**config.mk**
```make
export PLATFORM = sky130hd
export DESIGN_NAME = irrigation_pump_volume_controller_top
export DESIGN_NICKNAME = d
export VERILOG_FILES = /design/src/design/ipvc_pkg.sv /design/src/design/irrigation_pump_volume_controller_top.sv /design/src/design/ipvc_cfg_regs.sv /design/src/design/ipvc_in_stage.sv /design/src/design/ipvc_core.sv
export SDC_FILE = /design/constraint.sdc
export NUM_CORES = 1
export LEC_CHECK = 0
export BUFFER_PORTS_ARGS = -buffer_cell sky130_fd_sc_hd__buf_2
export CORE_UTILIZATION = 50
export DETAILED_ROUTE_END_ITERATION = 16
export PLACE_DENSITY_LB_ADDON = 0.1
export RECOVER_POWER = 25
export SYNTH_ARGS = -nofsm -noshare
export SYNTH_HDL_FRONTEND = slang
export SYNTH_HIERARCHICAL = 1
export SYNTH_SLANG_ARGS = --single-unit
```
**constraint.sdc**
```tcl
create_clock -name i_clk -period 9.3 [get_ports i_clk]
set_input_delay 0.465 -clock i_clk [delete_from_list [all_inputs] [get_ports i_clk]]
set_output_delay 0.465 -clock i_clk [all_outputs]
set_load 0.01 [all_outputs]
```
**src/design/ipvc_pkg.sv**
```systemverilog
// Shared types and constants for the irrigation pump volume controller.
package ipvc_pkg;

    localparam int unsigned CAL_W    = 8;
    localparam int unsigned TIME_W   = 32;
    localparam int unsigned VOL_W    = 16;
    localparam int unsigned PLANT_W  = 8;
    localparam int unsigned PULSE_W  = 16;
    localparam int unsigned CFG_IDX_W = 2;
    localparam int unsigned CFG_DATA_W = 32;

    localparam logic [CAL_W-1:0]  CAL_RST     = 8'd9;
    localparam logic [TIME_W-1:0] TIMEOUT_RST = 32'd300000;
    localparam logic [TIME_W-1:0] DRY_RST     = 32'd10000;

    typedef enum logic [1:0] {
        REQ_START = 2'd0,
        REQ_PULSE = 2'd1,
        REQ_CHECK = 2'd2,
        REQ_STOP  = 2'd3
    } t_req;

    typedef enum logic [2:0] {
        WHY_NONE    = 3'd0,
        WHY_TARGET  = 3'd1,
        WHY_TIMEOUT = 3'd2,
        WHY_DRY     = 3'd3,
        WHY_CMD     = 3'd4
    } t_why;

    typedef enum logic [CFG_IDX_W-1:0] {
        CFG_CAL     = 2'd0,
        CFG_TIMEOUT = 2'd1,
        CFG_DRY     = 2'd2
    } t_cfg_idx;

    typedef struct packed {
        logic [CAL_W-1:0]  cal;
        logic [TIME_W-1:0] timeout_ms;
        logic [TIME_W-1:0] dry_ms;
    } t_cfg;

    typedef struct packed {
        logic [VOL_W-1:0]   volume_req_ml;
        logic [PLANT_W-1:0] plant_sel;
        logic [TIME_W-1:0]  now_ms;
        t_req               req_type;
    } t_item;

    typedef struct packed {
        logic               start_ignored;
        t_why               stop_reason;
        logic [PLANT_W-1:0] active_plant;
        logic [VOL_W-1:0]   delivered_ml;
        logic               pump_on;
    } t_result;

endpackage

```
**src/design/irrigation_pump_volume_controller_top.sv**
```systemverilog
// Top level of the irrigation pump volume controller.
//
//  channel | direction | payload
//  s       | in        | tuser[1:0] req_type; tdata now_ms, plant_sel, volume_req_ml
//  m       | out       | tdata pump_on, delivered_ml, active_plant, stop_reason,
//          |           |       start_ignored
//  cfg     | in        | index 0 calibration, 1 run timeout, 2 dry window
//
// One beat per cycle on s and m while m is not stalled; a result passes the input
// register, then the result register. The pump state updates with the result.
// Reset is synchronous and active low; it stops the pump, clears the counters and
// loads calibration 9, timeout 300000 ms and dry window 10000 ms.
// A stall on m holds the result; s keeps taking beats while the input register is free.
module irrigation_pump_volume_controller_top (
    input  logic                             i_clk,
    input  logic                             i_rst_n,
    input  logic                             i_s_tvalid,
    output logic                             o_s_tready,
    input  logic [55:0]                      i_s_tdata,   // now_ms, plant_sel, volume_req_ml
    input  logic [1:0]                       i_s_tuser,   // req_type
    output logic                             o_m_tvalid,
    input  logic                             i_m_tready,
    // pump_on, delivered_ml, active_plant, stop_reason, start_ignored, zero pad
    output logic [31:0]                      o_m_tdata,
    input  logic                             i_cfg_valid,
    output logic                             o_cfg_ready,
    input  logic [ipvc_pkg::CFG_IDX_W-1:0]   i_cfg_index,
    input  logic [ipvc_pkg::CFG_DATA_W-1:0]  i_cfg_data
);
    import ipvc_pkg::*;

    t_cfg    w_cfg;
    t_item   w_in_item;
    t_item   w_item;
    logic    w_valid;
    logic    w_take;
    t_result w_result;

    assign w_in_item.req_type      = t_req'(i_s_tuser);
    assign w_in_item.now_ms        = i_s_tdata[31:0];
    assign w_in_item.plant_sel     = i_s_tdata[39:32];
    assign w_in_item.volume_req_ml = i_s_tdata[55:40];

    ipvc_cfg_regs u_cfg (
        .i_clk       (i_clk),
        .i_rst_n     (i_rst_n),
        .i_cfg_valid (i_cfg_valid),
        .o_cfg_ready (o_cfg_ready),
        .i_cfg_index (i_cfg_index),
        .i_cfg_data  (i_cfg_data),
        .o_cfg       (w_cfg)
    );

    ipvc_in_stage u_in (
        .i_clk      (i_clk),
        .i_rst_n    (i_rst_n),
        .i_s_tvalid (i_s_tvalid),
        .o_s_tready (o_s_tready),
        .i_item     (w_in_item),
        .i_take     (w_take),
        .o_valid    (w_valid),
        .o_item     (w_item)
    );

    ipvc_core u_core (
        .i_clk      (i_clk),
        .i_rst_n    (i_rst_n),
        .i_cfg      (w_cfg),
        .i_valid    (w_valid),
        .i_item     (w_item),
        .o_take     (w_take),
        .o_m_tvalid (o_m_tvalid),
        .i_m_tready (i_m_tready),
        .o_result   (w_result)
    );

    assign o_m_tdata = {3'b000, w_result.start_ignored, w_result.stop_reason,
                        w_result.active_plant, w_result.delivered_ml, w_result.pump_on};

endmodule

```
**src/design/ipvc_cfg_regs.sv**
```systemverilog
// Calibration, timeout and dry window registers.
module ipvc_cfg_regs (
    input  logic                             i_clk,
    input  logic                             i_rst_n,
    input  logic                             i_cfg_valid,
    output logic                             o_cfg_ready,
    input  logic [ipvc_pkg::CFG_IDX_W-1:0]   i_cfg_index,
    input  logic [ipvc_pkg::CFG_DATA_W-1:0]  i_cfg_data,
    output ipvc_pkg::t_cfg                   o_cfg
);
    import ipvc_pkg::*;

    t_cfg r_cfg;
    t_cfg n_cfg;

    assign o_cfg_ready = 1'b1;
    assign o_cfg       = r_cfg;

    always_comb begin
        n_cfg = r_cfg;
        if (i_cfg_valid) begin
            unique case (t_cfg_idx'(i_cfg_index))
                CFG_CAL:     n_cfg.cal        = i_cfg_data[CAL_W-1:0];
                CFG_TIMEOUT: n_cfg.timeout_ms = i_cfg_data[TIME_W-1:0];
                CFG_DRY:     n_cfg.dry_ms     = i_cfg_data[TIME_W-1:0];
                default:     n_cfg = r_cfg;
            endcase
        end
    end

    always_ff @(posedge i_clk) begin
        if (!i_rst_n) begin
            r_cfg.cal        <= CAL_RST;
            r_cfg.timeout_ms <= TIMEOUT_RST;
            r_cfg.dry_ms     <= DRY_RST;
        end else begin
            r_cfg <= n_cfg;
        end
    end

endmodule

```
**src/design/ipvc_in_stage.sv**
```systemverilog
// Input register: holds one accepted beat until the core takes it.
module ipvc_in_stage (
    input  logic            i_clk,
    input  logic            i_rst_n,
    input  logic            i_s_tvalid,
    output logic            o_s_tready,
    input  ipvc_pkg::t_item i_item,
    input  logic            i_take,
    output logic            o_valid,
    output ipvc_pkg::t_item o_item
);
    import ipvc_pkg::*;

    logic  r_valid;
    t_item r_item;
    logic  w_load;

    assign o_s_tready = !r_valid || i_take;
    assign w_load     = i_s_tvalid && o_s_tready;
    assign o_valid    = r_valid;
    assign o_item     = r_item;

    always_ff @(posedge i_clk) begin
        if (!i_rst_n) begin
            r_valid <= 1'b0;
        end else if (o_s_tready) begin
            r_valid <= i_s_tvalid;
        end
    end

    always_ff @(posedge i_clk) begin
        if (w_load) begin
            r_item <= i_item;
        end
    end

endmodule

```
**src/design/ipvc_core.sv**
```systemverilog
// Pump state, volume and stop decision, and the result register.
module ipvc_core (
    input  logic              i_clk,
    input  logic              i_rst_n,
    input  ipvc_pkg::t_cfg    i_cfg,
    input  logic              i_valid,
    input  ipvc_pkg::t_item   i_item,
    output logic              o_take,
    output logic              o_m_tvalid,
    input  logic              i_m_tready,
    output ipvc_pkg::t_result o_result
);
    import ipvc_pkg::*;

    localparam int unsigned PROD_W = PULSE_W + CAL_W;

    logic               r_running;
    logic [VOL_W-1:0]   r_target;
    logic [VOL_W-1:0]   r_delivered;
    logic [TIME_W-1:0]  r_start;
    logic [PLANT_W-1:0] r_plant;
    logic [PULSE_W-1:0] r_pulses;
    logic               r_out_valid;
    t_result            r_out;

    logic               n_running;
    logic [VOL_W-1:0]   n_target;
    logic [VOL_W-1:0]   n_delivered;
    logic [TIME_W-1:0]  n_start;
    logic [PLANT_W-1:0] n_plant;
    logic [PULSE_W-1:0] n_pulses;
    t_result            n_out;

    logic [PROD_W-1:0]  w_prod;
    logic [PROD_W-3:0]  w_quarter;
    logic [VOL_W-1:0]   w_volume;
    logic [TIME_W-1:0]  w_elapsed;
    t_why               w_why;
    logic               w_ignored;
    logic               w_fire;

    assign o_take     = !r_out_valid || i_m_tready;
    assign w_fire     = i_valid && o_take;
    assign o_m_tvalid = r_out_valid;
    assign o_result   = r_out;

    // quarter-ml product, divide by four, saturate to 16 bits
    assign w_prod    = {{CAL_W{1'b0}}, r_pulses} * {{PULSE_W{1'b0}}, i_cfg.cal};
    assign w_quarter = w_prod[PROD_W-1:2];
    assign w_volume  = (|w_quarter[PROD_W-3:VOL_W]) ? {VOL_W{1'b1}} : w_quarter[VOL_W-1:0];
    assign w_elapsed = i_item.now_ms - r_start;

    always_comb begin
        n_running   = r_running;
        n_target    = r_target;
        n_delivered = r_delivered;
        n_start     = r_start;
        n_plant     = r_plant;
        n_pulses    = r_pulses;
        w_why       = WHY_NONE;
        w_ignored   = 1'b0;
        unique case (i_item.req_type)
            REQ_START: begin
                if (r_running) begin
                    w_ignored = 1'b1;
                end else begin
                    n_running   = 1'b1;
                    n_plant     = i_item.plant_sel;
                    n_target    = i_item.volume_req_ml;
                    n_delivered = '0;
                    n_start     = i_item.now_ms;
                    n_pulses    = '0;
                end
            end
            REQ_PULSE: begin
                n_pulses = r_pulses + 1'b1;
            end
            REQ_CHECK: begin
                if (r_running) begin
                    n_delivered = w_volume;
                    priority if (w_volume >= r_target) begin
                        w_why = WHY_TARGET;
                    end else if (w_elapsed > i_cfg.timeout_ms) begin
                        w_why = WHY_TIMEOUT;
                    end else if (w_elapsed > i_cfg.dry_ms && r_pulses == '0) begin
                        w_why = WHY_DRY;
                    end else begin
                        w_why = WHY_NONE;
                    end
                    if (w_why != WHY_NONE) begin
                        n_running = 1'b0;
                    end
                end
            end
            REQ_STOP: begin
                if (r_running) begin
                    n_running = 1'b0;
                    w_why     = WHY_CMD;
                end
            end
            default: begin
                n_running = r_running;
            end
        endcase

        n_out.pump_on       = n_running;
        n_out.delivered_ml  = n_delivered;
        n_out.active_plant  = n_plant;
        n_out.stop_reason   = w_why;
        n_out.start_ignored = w_ignored;
    end

    always_ff @(posedge i_clk) begin
        if (!i_rst_n) begin
            r_running   <= 1'b0;
            r_target    <= '0;
            r_delivered <= '0;
            r_start     <= '0;
            r_plant     <= '0;
            r_pulses    <= '0;
            r_out_valid <= 1'b0;
        end else begin
            if (w_fire) begin
                r_running   <= n_running;
                r_target    <= n_target;
                r_delivered <= n_delivered;
                r_start     <= n_start;
                r_plant     <= n_plant;
                r_pulses    <= n_pulses;
            end
            if (o_take) begin
                r_out_valid <= i_valid;
            end
        end
    end

    always_ff @(posedge i_clk) begin
        if (w_fire) begin
            r_out <= n_out;
        end
    end

endmodule

```
==> key figures <==
Setup path
  – Worst setup EP type: flip-flop
  – Top delay family on crit path: adder cells
  – Critical path's largest stage delay: a little over 700 ps
  – Worst EP required: 9700 ps
  – R2r endpoint: u_core/o_result[0]$_DFFE_PP_
  – Worst reg-to-reg path cell count: 25
  – Crit. path cell count: 25
  – Slowest CP cell: dfxtp_1
  – Worst EP arrival: 8010 ps
  – CP Launch Point: u_cfg/o_cfg[67]$_SDFFE_PN1P_
  – Worst Setup EP: u_core/o_result[0]$_DFFE_PP_
  – Reg-to-reg slack, setup: 1690 ps
  – Crit start category: flip-flop
  – Crit Path Class: flip-flop to flip-flop
  – Crit Path Max Fanout: 17
  – Worst path buffer plus inverter count: 2
  – Crit-path most repeated cell: fa_1
  – RR Startpoint: u_cfg/o_cfg[67]$_SDFFE_PN1P_

Placement
  – Port buffer count: 127
  – Dpl hpwl: 29310 um
  – Area of placed instances: 18230 um^2
  – Place WS: 1727 ps
  – Placed cells: ~2400
  – GPL Wtd Cong: 0.8534

Power and ir drop
  – Peak supply drop: 142.3 uV
  – Pleak: 8.472 nW
  – Pwr dens: 139.7 nW/um^2

STA
  – FMAX: 131.4 MHz
  – Clock skew: 10.29 ps
  – Setup-failing EPs final: 0
  – Worst Tran Pin Value: between 2000 and 2500 ps
  – Setup_tns: 0 ps
  – Worst hold slack: 86.44 ps
  – Relative slew slack: -37.76%
  – Worst setup margin: 1689 ps
  – Crit share post-route: 81.84%
  – Period minus WS final: about 7600 ps
  – Slew Limit Fails: approximately 150
  – RSZ-0062 raised after global routing: no
  – Fin. Hold Viols: 0

Synthesis
  – Top cells by area, synth: dfxtp_1 19%, edfxtp_1 15%, ha_1 11%, fa_1 9.8%, nand2_1 6.3%
  – Post-Synth Adder-Cell Area: 21.06%
  – Synth Cell Area: 17350 um^2
  – Multiplexer share of the synthesized area: between 4 and 5%
  – Synth area leader: dfxtp_1
  – Synth top area share: a little under a fifth
  – XOR/XNOR Fraction of Synth Area: 2.524%
  – Mean Syn Cell Area: 9.140 um^2
  – Synth Area in Compound Gates: 12.51%
  – Most used DFF post-synth: dfxtp_1
  – EDFF count, synth: 87
  – Syn. warnings: 6
  – Synth Register Bits: 250
  – Largest family of logic cells by synthesized area: adder cells
  – Post-synthesis instance total: 1898
  – Cell variety after synth: 78
  – Sequential share of the synthesized area: 33.87%
  – Post-synth ARST share: 0%
  – Simple logic cell fraction of the synthesized area: 18.11%

Route
  – Number of routed nets with antenna violations: 0
  – Wire length per cell: ~16 um
  – Drt initial violations: 554
  – Total Wirelength: ~39000 um
  – Routed vias: 12860
  – DRC: 0
  – Drt first pass iters: 5
  – DR vias/cell: 5.248

Finish
  – Nets: 2318
  – Post-Layout Cell Count: 2451
  – Diode count: 0
  – Post-route cell area: 19120 um^2
  – Share of layout cells above drive strength 1: 9.586%
  – P&R area growth vs syn: 10.23%

Global routing
  – GRT Max-Usage Layer: met2
  – Met2 Track Usage GR: about two fifths
  – Gr ovfl total: 0
  – Met1 usage: 27.05%
  – First-pass GRT wire length: 65010 um
  – Met3 GRT Util: 2.384%
  – Antenna violations before repair: 0
  – Largest net degree at the start of global routing: 83
  – GRT Total Usage: 22.75%
  – Vias in the first global route: 12920

Clocking
  – Clk slew on worst S/H paths: 60 ps
  – Hold-fix buffers, CTS: 0
  – Clock Tree Root: clkbuf_16
  – TritonCTS Buffers: 29
  – Post CTS Setup Buffer Count: 0
  – Post-CTS Resized: 0
  – H-tree depth: 1
  – CTS tree: yes
  – Clk buf depth: 3
  – Clock Latency Late Sink: about 550 ps
  – Clock Sinks: 250

Status
  – Status: finished with violations
  – Failing checks: max-capacitance violations, max-slew violations

Floorplanning
  – FP Rows: 67
  – Total core area: 33870 um^2
  – Die Width: between 150 and 200 um
  – IO Pins: between 100 and 150
  – Initial Util: 51.22%
  – Die ar.: around 35000 um^2
  – Die Span Y: 188.3 um

Job
  – Max-cap violations: 4

Hold path
  – Hold depth: 1
  – Hold WC Path Type: primary input to flip-flop
-- where the power goes --
part | internal [mW] | total, mW | switching [mW]
clock network | 0.668 | 1.12 | 0.449
registers | 1.17 | 1.20 | 0.0256
logic | 0.146 | 0.357 | 0.211
-- per-layer routing --
layer | up-vias | part of all wire, %
li1 | 6471 | -
met1 | 6053 | 42
met2 | 261 | 50
met3 | 79 | 3.3
met4 | 0 | 4.6
met5 | - | 0
-- state kept, by name (all words and copies together), names as in the netlist --
register            count
u_core/r_plant          8
u_core/o_result        29
u_cfg/o_cfg            72
u_core/r_pulses        16
u_core/r_delivered     16
u_in/o_item            58
u_core/r_start         32
u_core/r_running        1
u_core/r_target        16
u_in/o_valid            1
u_core/o_m_tvalid       1
-- cells in the mapped netlist (all sizes together), types with 7 or more instances --
library cell	number
nand2	290
inv	257
dfxtp	163
ha	156
and2	113
edfxtp	87
fa	85
o21ai	78
mux2i	63
a21boi	60
nor2	59
clkbuf	58
a21oi	56
a21o	36
xor2	28
buf	26
xnor2	22
nand4	21
nand3	19
nor2b	19
nor3	18
o21a	17
o211ai	16
nand2b	15
nor3b	14
a211oi	10
nand4b	10
and3	9
mux2	8
o21bai	8
a211o	7
or3	7
-- cell families (layout without fill, tap and decap cells) --
group	Yosys count	count (layout)
adders and majority gates	241	241
and+or+nand+nor	620	620
AOI/OAI and AO/OA	323	323
xor gates and xnor gates	50	50
buffers and inverters	341	444
DFF	250	250
muxes	71	71
other	2	4
-- worst min-delay path by stage --
stage | start | to | slack (ps)
finish | i_s_tdata[25] | u_in/o_item[27]$_DFFE_PP_ | 90
global route | i_s_tdata[15] | u_in/o_item[17]$_DFFE_PP_ | 60
CTS | i_s_tdata[55] | u_in/o_item[57]$_DFFE_PP_ | 60
detailed placement | u_core/r_delivered[2]$_SDFFE_PN0P_ | u_core/r_delivered[2]$_SDFFE_PN0P_ | 440
global placement | u_core/r_delivered[13]$_SDFFE_PN0P_ | u_core/r_delivered[13]$_SDFFE_PN0P_ | 430
floorplan | u_core/r_delivered[0]$_SDFFE_PN0P_ | u_core/r_delivered[0]$_SDFFE_PN0P_ | 420
-- final cells by class --
type,instances,area (um^2)
clock inverters,19,173.9
flip-flops and latches,250,5876
inverters,257,964.7
clock buffers,35,768.2
multi-input cells,1309,10140
well taps,448,560.5
repair buffers,133,643.1
fillers,3110,14750
-- cell usage in the layout (no fill, tap or decap), types with 10 or more instances in the layout --
cell	synthesis	layout
o21ai_1	17	17
a21boi_0	59	59
nand2_1	290	289
fa_1	85	85
buf_2	9	103
nand3_1	19	19
xnor2_1	22	22
nor2b_1	18	18
mux2i_1	63	63
nand4b_1	10	10
nor3_1	13	13
o21ai_0	61	61
xor2_1	28	28
ha_1	156	156
clkbuf_16	0	29
and2_1	112	111
a21oi_1	55	55
nand4_1	20	20
clkbuf_1	58	30
nand2b_1	14	15
a21o_1	36	36
nor2_1	59	59
dfxtp_1	163	163
o211ai_1	16	16
edfxtp_1	87	87
inv_1	257	257
o21a_1	17	17
a211oi_1	10	10
-- stage by stage --
step	util, %	power, mW
finish	56.46	2.671
global route	56.46	2.792
CTS	56.61	2.707
detailed placement	53.82	1.578
global placement	53.82	1.570
floorplan	-	1.460
No activity file was read; power rests on OpenSTA's default activity.
